--- src/rtl/core/homogeneous_point_transform_unit_defines.svh ---
// Assertion macros used by the top module of the point transform unit.
`ifndef HOMOGENEOUS_POINT_TRANSFORM_UNIT_DEFINES_SVH
`define HOMOGENEOUS_POINT_TRANSFORM_UNIT_DEFINES_SVH

// Same-cycle implication, checked out of reset.
`define HPT_ASSERT_NOW(lbl, ante, cons) \
  lbl: assert property (@(posedge clk) disable iff (rst) (ante) |-> (cons)) \
    else $error("point transform check failed");

// Next-cycle implication, checked out of reset.
`define HPT_ASSERT_NEXT(lbl, ante, cons) \
  lbl: assert property (@(posedge clk) disable iff (rst) (ante) |=> (cons)) \
    else $error("point transform check failed");

`endif

--- src/rtl/core/hpt_pkg.sv ---
package hpt_pkg;

  localparam int FRAC_BITS_DEF = 16;
  localparam int COORD_W       = 32;
  localparam int CFG_W         = 64;
  localparam int REG_CNT       = 8;
  localparam int IDX_W         = 3;
  localparam int LANES         = 3;
  localparam int MAT_N         = 4;
  // Quotient bits produced by the divider chain, one per cell.
  localparam int Q_W           = 33;
  localparam int SUM_W         = 66;
  localparam int MAG_W         = 65;
  localparam int REM_W         = 66;

  localparam logic [COORD_W-1:0] POS_MAX = 32'h7FFF_FFFF;
  localparam logic [COORD_W-1:0] NEG_MAX = 32'h8000_0000;

  localparam logic [CFG_W-1:0] CFG_RESET [REG_CNT] = '{
    64'h0000_0000_0001_0000, 64'h0000_0000_0000_0000,
    64'h0001_0000_0000_0000, 64'h0000_0000_0000_0000,
    64'h0000_0000_0000_0000, 64'h0000_0000_0001_0000,
    64'h0000_0000_0000_0000, 64'h0001_0000_0000_0000
  };

  typedef struct packed {
    logic [REM_W-1:0] rem;
    logic [Q_W-1:0]   lo;
    logic [Q_W-1:0]   q;
    logic             ovf;
    logic             neg;
  } lane_t;

  typedef struct packed {
    logic                   valid;
    logic                   wz;
    logic [MAG_W-1:0]       den;
    lane_t [LANES-1:0]      lane;
  } pipe_t;

endpackage

--- src/rtl/core/hpt_div_cell.sv ---
module hpt_div_cell (
  input  logic           clk,
  input  logic           rst,
  input  logic           en,
  input  hpt_pkg::pipe_t din,
  output hpt_pkg::pipe_t dout
);
  import hpt_pkg::*;

  pipe_t nxt;

  // One restoring division step for each of the three lanes against the shared w.
  always_comb begin
    logic [REM_W-1:0] t;
    logic             b;
    nxt = din;
    for (int l = 0; l < LANES; l++) begin
      t = {din.lane[l].rem[REM_W-2:0], din.lane[l].lo[Q_W-1]};
      b = (t >= REM_W'(din.den));
      nxt.lane[l].rem = b ? (t - REM_W'(din.den)) : t;
      nxt.lane[l].lo  = {din.lane[l].lo[Q_W-2:0], 1'b0};
      nxt.lane[l].q   = {din.lane[l].q[Q_W-2:0], b};
    end
  end

  always_ff @(posedge clk) begin
    if (rst) begin
      dout.valid <= 1'b0;
    end else if (en) begin
      dout <= nxt;
    end
  end

endmodule

--- config.mk ---
export PLATFORM = sky130hd
export DESIGN_NAME = hpt_div_cell
export DESIGN_NICKNAME = d
export VERILOG_FILES = /design/src/rtl/core/homogeneous_point_transform_unit_defines.svh /design/src/rtl/core/hpt_pkg.sv /design/src/rtl/core/hpt_div_cell.sv
export SDC_FILE = /design/constraint.sdc
export NUM_CORES = 1
export LEC_CHECK = 0
export ABC_CLOCK_PERIOD_IN_PS = 21800
export BUFFER_PORTS_ARGS = -buffer_cell sky130_fd_sc_hd__buf_2
export CORE_AREA = 10 10 362 364
export CTS_CLUSTER_SIZE = 10
export DETAILED_ROUTE_END_ITERATION = 16
export DIE_AREA = 0 0 372 374
export PLACE_DENSITY = 0.46
export REMOVE_ABC_BUFFERS = 1
export SYNTH_ARGS = -nofsm -noshare
export SYNTH_HDL_FRONTEND = slang
export SYNTH_SLANG_ARGS = --single-unit
export TNS_END_PERCENT = 10
--- constraint.sdc ---
create_clock -name clk -period 21.8 [get_ports clk]
set_input_delay 0 -clock clk [delete_from_list [all_inputs] [get_ports clk]]
set_output_delay 0 -clock clk [all_outputs]
set_load 0.05 [all_outputs]
## Yosys cells after proc, flatten, opt, wreduce, memory -nomap -nowiden

Index checks and enable logic that the tools add are counted.

- Output and inout bits: 469
- Logic and storage cells: 29
- Bits of input ports: 472
- Register bits: 466

- Order comparisons: 3
- Bitwise gates (word level): 1
- Mux-type cells: 3
- Reduce and logical (&&, ||, !) cells: 1
- $add $sub $neg: 3

Operator list:

| cell | number |
|---|---|
| $ge A66 B65 Y1 | 3 |
| $mux W66 | 3 |
| $sub A66 B65 Y66 | 3 |
| $reduce_and A2 Y1 | 1 |
| $not A1 Y1 | 1 |

## Logic depth before layout (Yosys ltp)

- Word-level depth: 2
- Gate-level depth with buffers: 17
- Mapped depth without buffers: 15

## Worst setup path after synthesis

OpenSTA, ideal clock, no wires.

- Path type: input to register
- Start point: in rst
- End point: reg dout[0] (netlist name) (enable)
- Library setup time: 1.367 ns
- Slack: -0.092 ns
- Data arrival time: 20.525 ns
- Required time: 20.433 ns
- Buffers on the path: 0
- Cell stages on the path: 1
- Cell sequence: nor2b_1

- Longest elaborated chain between the ends: 2

RTL lines:

| item | RTL line | text |
|---|---|---|
| from (decl) | hpt_div_cell.sv:3 | `input logic rst,` |
| $not A1 Y1 (no line) | -- |  |
| $reduce_and A2 Y1 (no line) | -- |  |
| to (signal assigned) | hpt_div_cell.sv:30 | `dout <= nxt;` |
| to (decl) | hpt_div_cell.sv:6 | `output hpt_pkg::pipe_t dout` |

Every way passes these cells.
A chain may end at the register's enable or synchronous reset.

==> impl_results.md <==
- Fin. max-slew vios: 0
- Maximum vdd drop: 0.0000611 V
- Setup crit end kind: register
- RSZ-0062 raised after global routing: no
- Routed WL: 151000 um
- CTS tree: yes
- Req. time, crit path: roughly 22000 ps
- Rows: around 130
- Synth Area in Compound Gates: 18.7%
- GRT overflow: 0
- Die area: 139000 um^2
- Reg with most FFs: dout
- CTS sink count: 466
- Synth top area cells: edfxtp_1, ha_1, a21oi_1
- Die X: 372 um
- Tmin final: about 5900 ps
- Initial DRT Pass Iterations: 7
- Most frequent cell after synthesis: edfxtp_1
- Layout filler cell count: between 10000 and 15000
- GRT Total Usage: about a fifth
- DR DRC count: 0
- Mean Syn Cell Area: 10.2 um^2
- Post-route design area: roughly 42000 um^2
- Most used DFF post-synth: edfxtp_1
- Detailed-route via count: about 28000
- First-pass GRT wire length: ~210000 um
- # setup viols final: 0
- Sequential Power Share: between 30% and 40%
- Post-CTS Setup Bufs: 0
- Synth async-reset ratio: 0%
- Crit start category: input pin
- Synth top area share: around half
- EDFF count, synth: 465
- H-tree depth: 3
- HPWL Detailed: 125000 um
- Leak pwr: about 17 nW
- Post-route ant nets: 0
- Initial DRC count: between 1500 and 2000
- Yosys Warn Count: 0
- Clock tree buffer depth: 3
- Area of the multi-input gates: around 13000 um^2
- DIE HEIGHT: 374 um
- Period utilization: 27.0%
- Register Area: about 14000 um^2
- Critical path class: input pin to register
- Core ar.: 123000 um^2
- Switching share of total power: between 30% and 40%
- Layout Area Growth over Synthesis: 46.1%
- Initial core utilization: between 20% and 30%
- Status: finished clean
- Pin count of the biggest net entering global routing: between 100 and 150
- Share of cells above drive strength 1: about a quarter
- # port buffers: approximately 930
- Clock skew: 0 ps
- Cells after synthesis: between 2000 and 3000
- R2r setup slk: slightly above 20000 ps
- Mux share of post-synthesis cell area: 1.03%
- Flops & latches, synth: between 400 and 500
- Maximum clock rate: 170 MHz
- Clock share of power: 33.5%
- Synth Area in Simple Gates: around 13%
- Adder-cell share of the synthesized area: between 8 and 9%
- Power share of the combinational group: between 30% and 40%
- Num ports: ~940
- GP Congestion: around 0.89
- Vias in the first global route: ~28000
- Xor/xnor share of the synthesized area: approximately 5.5%
- NetSw: roughly 1.2 mW
- Clk slew on worst S/H paths: ~60 ps
- Hold Fails Final Rpt: 0
- Max FFs per register: ~470
- CTS Buf Count: 67
- Top flop regs: dout x466
- Routed len/inst: 25.9 um
- Clk_lat worst skew: ~650 ps
- Hold Path Class: input pin to register
- Initial antenna violation count: 34
- Synth area leader: edfxtp_1
- Worst-path maximum fanout: between 80 and 90
- Syn Std Cell Area: ~28000 um^2
- Worst-Margin Slew: ~1100 ps
- Hold slack: about 57 ps
- Int Pwr: between 2 and 2.5 mW
- P per Cell Area: just under 80 nW/um^2
- Post-synth top cells: edfxtp_1, a21oi_1, nand2_1
- Largest family of logic cells by synthesized area: compound AO/OA/AOI/OAI gates
- CTS Root Cell: clkbuf_16
- Sequential fraction of the synthesis area: 49.2%
- Max Cap Violations: 0
- Yosys cell types: slightly above 90
- CP arrival: 6280 ps
- Max-slew headroom: around 27%
- Dpl cell area: approximately 35000 um^2
- Vias/cell: about 4.7
- Nets@finish: ~4800
[kinds of logic after synthesis]
logic type | Yosys count
adder cells (fa/ha/maj) | 198
flip-flops | 466
XOR/XNOR | 177
AND/OR/NAND/NOR | 788
multiplexers | 27
buffers and inverters | 255
other | 1
AO/OA/AOI/OAI | 876
[power groups by stage]
stage	clock network, mW	logic (mW)	registers, mW
floorplan	0	0.380	1.42
global placement	0	0.957	1.12
detailed placement	0	0.954	1.13
CTS	1.12	1.04	1.11
global route	1.15	1.10	1.11
finish	1.08	1.03	1.11
[area by class of cell]
| class | instances | area share [%] |
|---|---|---|
| repair buffers | 1416 | 22.8 |
| flip-flops and latches | 466 | 33.7 |
| well taps | 1637 | 4.93 |
| clock inverters | 32 | 0.786 |
| multi-input cells | 2069 | 32.2 |
| diodes | 19 | 0.115 |
| clock buffers | 81 | 4.22 |
| inverters | 133 | 1.20 |
[per-layer routing]
layer  vias up  routed length, um  track usage [%]
met5         -                146                0
met4        24               5360             7.38
met3       183               9540             4.41
met2       942              77100             37.5
met1     13300              59300             23.9
li1      13100                  -                -
[critical path, cell delays in order]
cell and delay, ps:
dlygate4sd3_1 530, buf_2 180, ha_1 190, inv_1 50, fa_1 390, a21oi_1 370, o21ai_0 260, a221oi_2 540
nor3_1 220, o211ai_1 530, a21oi_1 160, nor2_2 290, o221ai_2 200, a21oi_4 430, buf_4 340, buf_4 630
o21ai_0 200, dlygate4sd3_1 590
[path summary, 6_finish.rpt]
path,startpoint,endpoint,cells past startpoint
setup / recovery,din[402],dout[70]$_DFFE_PP_,18
hold / removal,din[138],dout[139]$_DFFE_PP_,2
setup reg to reg,dout[468]$_SDFFE_PP0P_,dout[468]$_SDFFE_PP0P_,3
hold reg to reg,dout[468]$_SDFFE_PP0P_,dout[468]$_SDFFE_PP0P_,3
[cells in the final DEF, fill, tap and decap left out, types with 13 or more instances in the layout]
master / n
nand2_1: 246
nor4_1: 14
nor2b_1: 21
edfxtp_1: 465
o21bai_1: 50
xnor2_1: 105
clkbuf_1: 13
nor2_1: 238
o21a_1: 18
nand4_1: 62
a211oi_1: 23
nor3_1: 45
buf_4: 15
buf_2: 931
clkbuf_16: 68
o31ai_1: 16
nand2b_1: 30
dlygate4sd3_1: 469
a21o_1: 67
nand3_1: 49
diode_2: 19
o21ai_0: 188
a21oi_1: 380
o21ai_1: 14
mux2_2: 19
xor2_1: 72
ha_1: 195
inv_1: 133
and3_1: 14
[stage by stage]
step / utilization [%] / total power [mW] / TNS, ps / setup WS (ps) / std cells
after floorplan: - / 1.80 / -42670 / -91.8 / 2668
after global placement: 28.1 / 2.08 / 0 / 16220 / 5252
after global routing: 33.7 / 3.36 / 0 / 15630 / 5845
final: 33.7 / 3.22 / 0 / 15920 / 5853
after detailed placement: 28.1 / 2.08 / 0 / 16170 / 5252
after CTS: 33.6 / 3.26 / 0 / 16000 / 5834
[repair_timing]
item | 4_1_cts | 5_1_grt
hold buffers | 469 | 0
gates resized for setup | 0 | 0
endpoints found under the hold margin | 482 | 0
(Power assumes the default switching activity.)
